--- config.mk ---
export PLATFORM = sky130hd
export DESIGN_NAME = qtr_fifo
export DESIGN_NICKNAME = d
export VERILOG_FILES = /design/src/hdl/qtr_pkg.sv /design/src/hdl/qtr_fifo.sv
export SDC_FILE = /design/constraint.sdc
export NUM_CORES = 1
export LEC_CHECK = 0
export BUFFER_PORTS_ARGS = -buffer_cell sky130_fd_sc_hd__buf_2
export CAP_MARGIN = 10
export CORE_ASPECT_RATIO = 1.2
export CORE_MARGIN = 1.5
export CORE_UTILIZATION = 55
export DETAILED_ROUTE_END_ITERATION = 8
export MAX_ROUTING_LAYER = met4
export PLACE_DENSITY = 0.87
export SYNTH_ARGS = -nofsm -noshare
export SYNTH_HDL_FRONTEND = slang
export SYNTH_SLANG_ARGS = --single-unit
--- constraint.sdc ---
create_clock -name clk -period 3.89 [get_ports clk]
set_input_delay 0.778 -clock clk [delete_from_list [all_inputs] [get_ports clk]]
set_output_delay 0.778 -clock clk [all_outputs]
set_load 0.005 [all_outputs]
--- src/hdl/qtr_pkg.sv ---
package qtr_pkg;

  localparam int DATA_WIDTH = 16;

  // matrix entries, row major: m00 m01 m02 m10 m11 m12 m20 m21 m22
  localparam int LANES = 9;

  // entries that read 1.0 in the identity matrix
  localparam logic [LANES-1:0] DIAG_MASK = 9'b1_0001_0001;

  localparam int FIFO_DEPTH = 4;

endpackage

--- src/hdl/qtr_fifo.sv ---
module qtr_fifo #(
  parameter int WIDTH = 8,
  parameter int DEPTH = qtr_pkg::FIFO_DEPTH
) (
  input  logic             clk,
  input  logic             rst_n,
  input  logic             push_valid,
  output logic             push_ready,
  input  logic [WIDTH-1:0] push_data,
  output logic             pop_valid,
  input  logic             pop_ready,
  output logic [WIDTH-1:0] pop_data
);

  localparam int AW = (DEPTH > 1) ? $clog2(DEPTH) : 1;
  localparam int CW = $clog2(DEPTH + 1);

  logic [WIDTH-1:0] mem_r [DEPTH];
  logic [AW-1:0]    wr_ptr_r, rd_ptr_r;
  logic [CW-1:0]    cnt_r;
  logic             push, pop;

  assign push_ready = cnt_r != CW'(DEPTH);
  assign pop_valid  = cnt_r != '0;
  assign pop_data   = mem_r[rd_ptr_r];
  assign push       = push_valid && push_ready;
  assign pop        = pop_valid && pop_ready;

  always_ff @(posedge clk) begin
    if (!rst_n) begin
      wr_ptr_r <= '0;
      rd_ptr_r <= '0;
      cnt_r    <= '0;
    end else begin
      if (push) begin
        wr_ptr_r <= (wr_ptr_r == AW'(DEPTH - 1)) ? '0 : wr_ptr_r + 1'b1;
      end
      if (pop) begin
        rd_ptr_r <= (rd_ptr_r == AW'(DEPTH - 1)) ? '0 : rd_ptr_r + 1'b1;
      end
      cnt_r <= cnt_r + CW'(push) - CW'(pop);
    end
  end

  always_ff @(posedge clk) begin
    if (push) begin
      mem_r[wr_ptr_r] <= push_data;
    end
  end

endmodule

# == Yosys cells after proc, flatten, opt, wreduce, memory -nomap -nowiden ==
# Memories as Yosys holds them, arrays and structs flattened. A register that Yosys moved wholly into a read port is not among the register bits.
# Index checks and enable logic that the tools add are counted.
# word_totals
ff_bits,7
ramBits,32
input_bits,12
out_inout_bits,10
word_cells,20
memories,1
# op_classes
add_sub_neg,4
eq_ne,3
n_mux,6
reduce_logical,3
# memory_table
name,words,width,read_ports,rd_clocked_by_memory_dff,write_ports,line,text
mem_r,4,8,1,1,1,qtr_fifo.sv:18,logic [WIDTH-1:0] mem_r [DEPTH];
# op_table
operator,count
two-way mux 2 bit,4
adder 2 x 1 -> 2 bit (second input constant),2
== test 2 bit (second input constant),2
adder 3 x 1 -> 3 bit,1
inequality test 3 bit (second input constant),1
nonzero test 3 bit,1
subtractor 3 x 1 -> 3 bit,1
logical AND 1 bit,2
two-way mux 1 bit,2

# == Logic depth before layout (Yosys ltp) ==
# Gate-level depths: netlist of run 1.
# logic_depth
ltp_word,4
depth_mapped,12
mapped_depth_nobuf,11

# == Worst setup path after synthesis of run 1 ==
# Ideal clock, no wire load.
# synth_path
kind,register -> register
startpoint,register cnt_r[1]
endpoint,register cnt_r[2]
setup_time_ns,0.115
t_arrival_ns,2.244
required_ns,3.775
slack_ns,1.531
stages_incl_launch_ff,13
n_path_buf,1
synth_period_minus_slack_ns,2.359
path_cell_list,dfxtp_1 or3b_1 buf_6 and2_4 inv_1 ha_1 inv_1 ha_1 inv_1 fa_1 xnor2_1 xnor2_1 and2_1
# synth_via
elab_chain_len,4
elab_cells_between_ends,6
classes_between,2 x add/sub; 1 x eq/ne; 3 x reduce/logical
# synth_rtl
item,line,text
start: declaration,qtr_fifo.sv:20,logic [CW-1:0] cnt_r;
start signal: assignment,qtr_fifo.sv:41,cnt_r <= cnt_r + CW'(push) - CW'(pop);
inequality test 3 bit,qtr_fifo.sv:23,assign push_ready = cnt_r != CW'(DEPTH);
net push_ready,qtr_fifo.sv:8,"output logic push_ready,"
logical AND 1 bit,qtr_fifo.sv:26,assign push = push_valid && push_ready;
adder 3 x 1 -> 3 bit,qtr_fifo.sv:41,
subtractor 3 x 1 -> 3 bit,qtr_fifo.sv:41,
# The timed path passes the listed nets, and every way through them passes these cells.
# A chain may end at the register's enable or synchronous reset.

==> results of run 1 <==
## stage by stage
step / std cells / hold WS, ps / utilization, %
after floorplan: 94 / 467.7 / -
after detailed placement: 145 / 502.6 / 62.71
after global routing: 153 / 539.6 / 65.55
after CTS: 153 / 514.7 / 65.55
final: 153 / 514.3 / 65.55
after global placement: 145 / 484.8 / 62.71
## cell families (layout without fill, tap and decap cells)
kind of cell	after synthesis	after routing
compound gates	4	4
mux	9	9
simple gates	20	20
xor+xnor	2	2
flops	41	41
buf+inv	10	35
fa+ha+maj	8	8
## metal layers
metal	GRT usage, %	vias to the layer above	share of wire, %
met5	-	-	0
met4	8.654	0	2.0
met3	6.220	5	6.0
met2	32.50	25	54
met1	18.71	431	37
li1	-	397	-
## cells in the mapped netlist (2+ instances only)
cell	instances	share of area, %
and3_2	2	0.92
and3_1	2	0.76
ha_1	7	5.3
edfxtp_1	32	59
nand3_1	2	0.61
inv_1	6	1.4
nand2_1	5	1.1
and2_1	2	0.76
dfxtp_1	9	11
o21ai_0	2	0.61
mux4_2	8	11
xnor2_1	2	1.1
nor2_1	2	0.46
## registers in the layout (all words and copies together) (netlist names), named ones only
| signal | flops |
|---|---|
| rd_ptr_r | 2 |
| mem_r | 32 |
| cnt_r | 3 |
| wr_ptr_r | 2 |
## power groups by stage
stage | clock network (mW) | registers [mW] | logic (mW)
4_1_cts | 0.259 | 0.591 | 0.255
3_3_place_gp | 0 | 0.594 | 0.239
2_1_floorplan | 0 | 0.566 | 0.201
5_1_grt | 0.273 | 0.599 | 0.285
3_5_place_dp | 0 | 0.601 | 0.252
6_report | 0.255 | 0.589 | 0.252
## final timing paths
| kind | endpoint | start | slack (ps) |
|---|---|---|---|
| setup reg to reg | cnt_r[2] | cnt_r[1] | 1390 |
| hold reg to reg | wr_ptr_r[1] | wr_ptr_r[1] | 510 |
| setup / recovery | pop_data[1] | flop | 1370 |
| hold / removal | wr_ptr_r[1] | wr_ptr_r[1] | 510 |
## final cells by class
class                      instances  area, sq um  area share (%)
tap                               34        42.54           2.308
multi-input combinational         43        451.7           24.51
inverter                           6        22.52           1.222
sequential                        41         1141           61.91
clock buffer                       8        80.08           4.345
timing repair buffer              21        105.1           5.703
## critical path: stages (launching register included)
cell     delay (ps)
dfxtp_1         670
mux4_2          570
buf_2           150
==> results.txt, run 1 <==
Status -> complete, no violations
Detailed-route via count -> 858
Final wirelength -> 2587 microns
Max-slew violation count -> 0
Post-Synth XOR/XNOR Area -> 1.069%
Achievable frequency -> 396.3 MHz
Setup crit start kind -> flop
Critical Path AT -> 1750 ps
Sequential share of power -> 53.8%
Final instance area -> 1843 sq um
Post-synthesis async set-or-reset flop share -> 0%
Root Driver -> clkbuf_4
CTS tree -> done
Combinational power share -> 23.0%
Post-cts hold buffer count -> 0
RSZ-0062 raised after global routing -> false
Count of final hold-check violations -> 0
Antenna violations before repair -> 0
Clk sinks -> 41
RePlAce Congestion -> 0.6691
Worst-path maximum fanout -> 8
Detailed Routing Iterations Pass 1 -> 5
Synth Warn # -> 0
VDD IR max -> 383.0 uV
Die height -> 62.80 microns
Vias in the first global route -> 857
WL/cell -> 16.91 microns
Setup slack after layout -> 1367 ps
IO Pins -> 22
Syn Inst Count -> 94
Net Switching -> 288.6 uW
Post-synthesis compound-gate area fraction -> 1.374%
Total chip power -> 1.095 mW
Die area -> 3318 sq um
Setup TNS -> 0 ps
Min Tclk post-route -> 2523 ps
P&R area growth vs syn -> 12.44%
Crit end category -> output pin
Clock Power Share -> 23.3%
Top FF cell, synth -> edfxtp_1
Worst EP required -> 3110 ps
Post-DP Area -> 1763 sq um
Worst Skew -> 12.37 ps
Post-placement setup slack -> 1325 ps
Internal power -> 806.5 uW
Dpl hpwl -> 1863 microns
# port buffers -> 21
Overflow after GRT -> 0
Die X -> 52.84 microns
Adder-cell share of the synthesized area -> 6.565%
Final Setup Violations -> 0
Sequential share of the synthesized area -> 69.62%
Number of routed nets with antenna violations -> 0
Avg Cell Area, Syn -> 17.44 sq um
Ant diodes -> 0
Hold Crit Class -> reg -> reg
First-pass GRT wire length -> 4098 microns
Final Cycle Share -> 64.86%
Layout cells sized above 1 -> 33.61%
Worst Tran Pin Value -> 532.0 ps
# DRC -> 0
Post-Syn Nets -> 114
Gr usage total -> 18.95%
R2R cell count -> 11
Core ar. -> 2811 sq um
Critical path class -> reg -> out
Max-Cap Viols -> 0
Commonest non-fill, non-tap cells in the layout -> edfxtp_1, buf_2, dfxtp_1
Worst-skew pair later-pin latency -> 350 ps
Detailed Route Iter0 Violations -> 29
Row cnt -> 21
Mux contribution to synthesized area -> 11.60%
Cts repair resizes -> 0
Max-slew headroom -> 64.23%
Initial Util -> 58.30%
Largest net degree at the start of global routing -> 13
Clock transition at path regs -> 110 ps
Area of the mapped netlist -> 1639 sq um
# nets final -> 138
Most common cell after layout, fill and taps aside -> edfxtp_1
Power Dens Cells -> 594.2 nW/um^2
Register bit total from synthesis -> 41
Switch share -> 26.35%
Via density per instance -> 5.608
Depth of the CTS H-tree -> 2
Synth cell types -> 26
TritonCTS Buffers -> 5
Clock tree buffer depth -> 2
Hold Crit Depth -> 2
Main combinational cell family by area after synthesis -> multiplexers
P_leak -> 0.6916 nW
EDFF count, synth -> 32
Filler cells -> 202
# Post-CTS Setup Buffers -> 0
Area share of and/or/nand/nor cells after synthesis -> 6.947%
Power figures use the tool's default switching activity.
==> run 2, diff against run 1 <==
--- a/config.mk
+++ b/config.mk
@@ -9,10 +9,10 @@
 export CAP_MARGIN = 10
 export CORE_ASPECT_RATIO = 1.2
 export CORE_MARGIN = 1.5
-export CORE_UTILIZATION = 55
+export CORE_UTILIZATION = 50
 export DETAILED_ROUTE_END_ITERATION = 8
 export MAX_ROUTING_LAYER = met4
-export PLACE_DENSITY = 0.87
+export PLACE_DENSITY = 0.84
 export SYNTH_ARGS = -nofsm -noshare
 export SYNTH_HDL_FRONTEND = slang
 export SYNTH_SLANG_ARGS = --single-unit
==> constraint.sdc (replaced) <==
create_clock -name clk -period 2.1 [get_ports clk]
set_input_delay 0.42 -clock clk [delete_from_list [all_inputs] [get_ports clk]]
set_output_delay 0.42 -clock clk [all_outputs]
set_load 0.005 [all_outputs]
==> run 2 against run 1 <==
The flow now finishes with violations (setup timing); non-clock buffer count rose by 8; core utilization is 2.6 points lower; clock power grew 45%; total power up 91%; worst setup slack worse by 1500 ps; die area up 9.5%; critical path depth rose by 9; cell count up 6.5%.
==> results.txt, run 2 (same netlist as run 1, synthesis figures left out) <==
Worst Skew -> 15.97 ps
Net Switching -> 597.4 uW
Hold Crit Class -> in -> reg
RePlAce Congestion -> 0.7182
Min Tclk post-route -> 2192 ps
Crit end category -> flop
Max-Cap Viols -> 0
RSZ-0062 raised after global routing -> true
Failing checks -> setup timing
Most common cell after layout, fill and taps aside -> edfxtp_1
Power Dens Cells -> 1080 nW/um^2
Ant diodes -> 0
Antenna violations before repair -> 0
Switch share -> 28.51%
RR Startpoint -> cnt_r[0]
Die height -> 65.72 microns
Dpl hpwl -> 1897 microns
Internal power -> 1.498 mW
Via density per instance -> 5.319
Most flop-heavy register -> mem_r
Critical Path AT -> 2440 ps
# nets final -> 146
Final Setup Violations -> 1
Die area -> 3632 sq um
Detailed Routing Iterations Pass 1 -> 4
Root Driver -> clkbuf_4
Hold worst-path end -> mem_r[1][4]
Post-cts hold buffer count -> 0
Worst-path maximum fanout -> 2
CTS tree -> done
Detailed Route Iter0 Violations -> 26
Worst r2r dst -> cnt_r[2]
P_leak -> 0.7239 nW
Hold slack -> 283.9 ps
Worst-skew pair later-pin latency -> 340 ps
Clock transition at path regs -> 120 ps
Status -> complete, but fails checks
Number of routed nets with antenna violations -> 0
Gr usage total -> 17.83%
TritonCTS Buffers -> 5
First-pass GRT wire length -> 4540 microns
Count of final hold-check violations -> 0
Commonest non-fill, non-tap cells in the layout -> edfxtp_1, buf_2, mux4_2, buf_4, dfxtp_1
Worst Tran Pin Value -> 419.0 ps
Max-slew violation count -> 0
Final Cycle Share -> 104.4%
WL/cell -> 16.41 microns
R2R cell count -> 11
Critical path class -> reg -> reg
Clock Power Share -> 17.7%
Vias in the first global route -> 954
Overflow after GRT -> 0
Detailed-route via count -> 867
Combinational power share -> 32.2%
Worst EP required -> 2350 ps
Achievable frequency -> 456.2 MHz
# Post-CTS Setup Buffers -> 0
Die X -> 55.27 microns
Final wirelength -> 2675 microns
Sequential share of power -> 50.1%
Setup crit start kind -> flop
Hold Path Origin -> push_data[4]
Initial Util -> 53.17%
Clock tree buffer depth -> 2
VDD IR max -> 960.8 uV
Depth of the CTS H-tree -> 2
P&R area growth vs syn -> 18.40%
# port buffers -> 21
Filler cells -> 239
Top Registers -> mem_r (32), cnt_r (3)
Max reg flops -> 32
# DRC -> 0
IO Pins -> 22
Largest net degree at the start of global routing -> 14
Core ar. -> 3083 sq um
Row cnt -> 22
Setup slack after layout -> -92.18 ps
Reg-to-reg slack, setup -> -90 ps
Layout cells sized above 1 -> 47.24%
Clk sinks -> 41
Max-slew headroom -> 72.07%
Placed Cells -> 155
Layout Cells excl Fill -> 163
Hold Crit Depth -> 1
[run 2: cell count changes in the layout (fill, tap and decap cells not counted), moves of 2 or more]
cell,change
inv_1,-3
buf_4,+8
ha_4,+2
inv_4,+2
dfxtp_2,+3
ha_1,-2
dfxtp_1,-3
[run 2: area by class of cell]
| class | instances | area [sq um] | area share (%) |
|---|---|---|---|
| flip-flops and latches | 41 | 1145 | 58.99 |
| multi-input cells | 43 | 503.0 | 25.92 |
| repair buffers | 29 | 165.2 | 8.511 |
| well taps | 36 | 45.04 | 2.321 |
| clock buffers | 5 | 37.54 | 1.934 |
| inverters | 6 | 27.53 | 1.418 |
| clock inverters | 3 | 17.52 | 0.9026 |
[run 2: worst max path at each step]
stage               cells after the start  startpoint       end
floorplan                              12    cnt_r[1]  cnt_r[2]
global placement                       11    cnt_r[0]  cnt_r[2]
detailed placement                     11    cnt_r[2]  cnt_r[2]
CTS                                    11    cnt_r[1]  cnt_r[2]
global route                           11    cnt_r[2]  cnt_r[2]
finish                                 11    cnt_r[0]  cnt_r[2]
[run 2: repair_timing]
item,in CTS,in global routing
endpoints found under the setup margin,1,2
pin swaps,7,4
endpoints found under the hold margin,0,0
resized for setup,9,4
[run 2: power by group through the flow]
stage                     Sequential (mW)  Combinational, mW  Clock, mW
after global routing                 1.06              0.761      0.418
after global placement               1.06              0.560          0
after floorplan                      1.05              0.374          0
after detailed placement             1.07              0.593          0
after CTS                            1.05              0.650      0.385
final                                1.05              0.676      0.371
[run 2: per-stage QoR]
stage | instance area (sq um) | power [mW] | setup TNS, ps | util (%) | setup slack, ps
floorplan | 1644 | 1.426 | -179.9 | - | -178.0
global placement | 1831 | 1.617 | -54.80 | 59.38 | -54.80
detailed placement | 1831 | 1.659 | -166.0 | 59.38 | -166.0
CTS | 1924 | 2.084 | -133.7 | 62.42 | -133.7
global route | 1941 | 2.238 | -155.6 | 62.95 | -155.6
finish | 1941 | 2.095 | -92.18 | 62.95 | -92.18
[run 2: critical path: stages (launching register included)]
cell,delay [ps]
dfxtp_2,340
or3b_4,390
and2_4,160
inv_4,50
ha_4,200
inv_4,60
ha_4,120
inv_2,30
fa_2,370
xnor2_2,150
xnor2_1,110
and2_1,120
[run 2: layer usage]
metal | routed length [microns] | global-route usage [%]
met1 | 1005 | 17.41
met5 | 0 | -
met4 | 42 | 7.012
met2 | 1509 | 32.44
met3 | 117 | 6.102
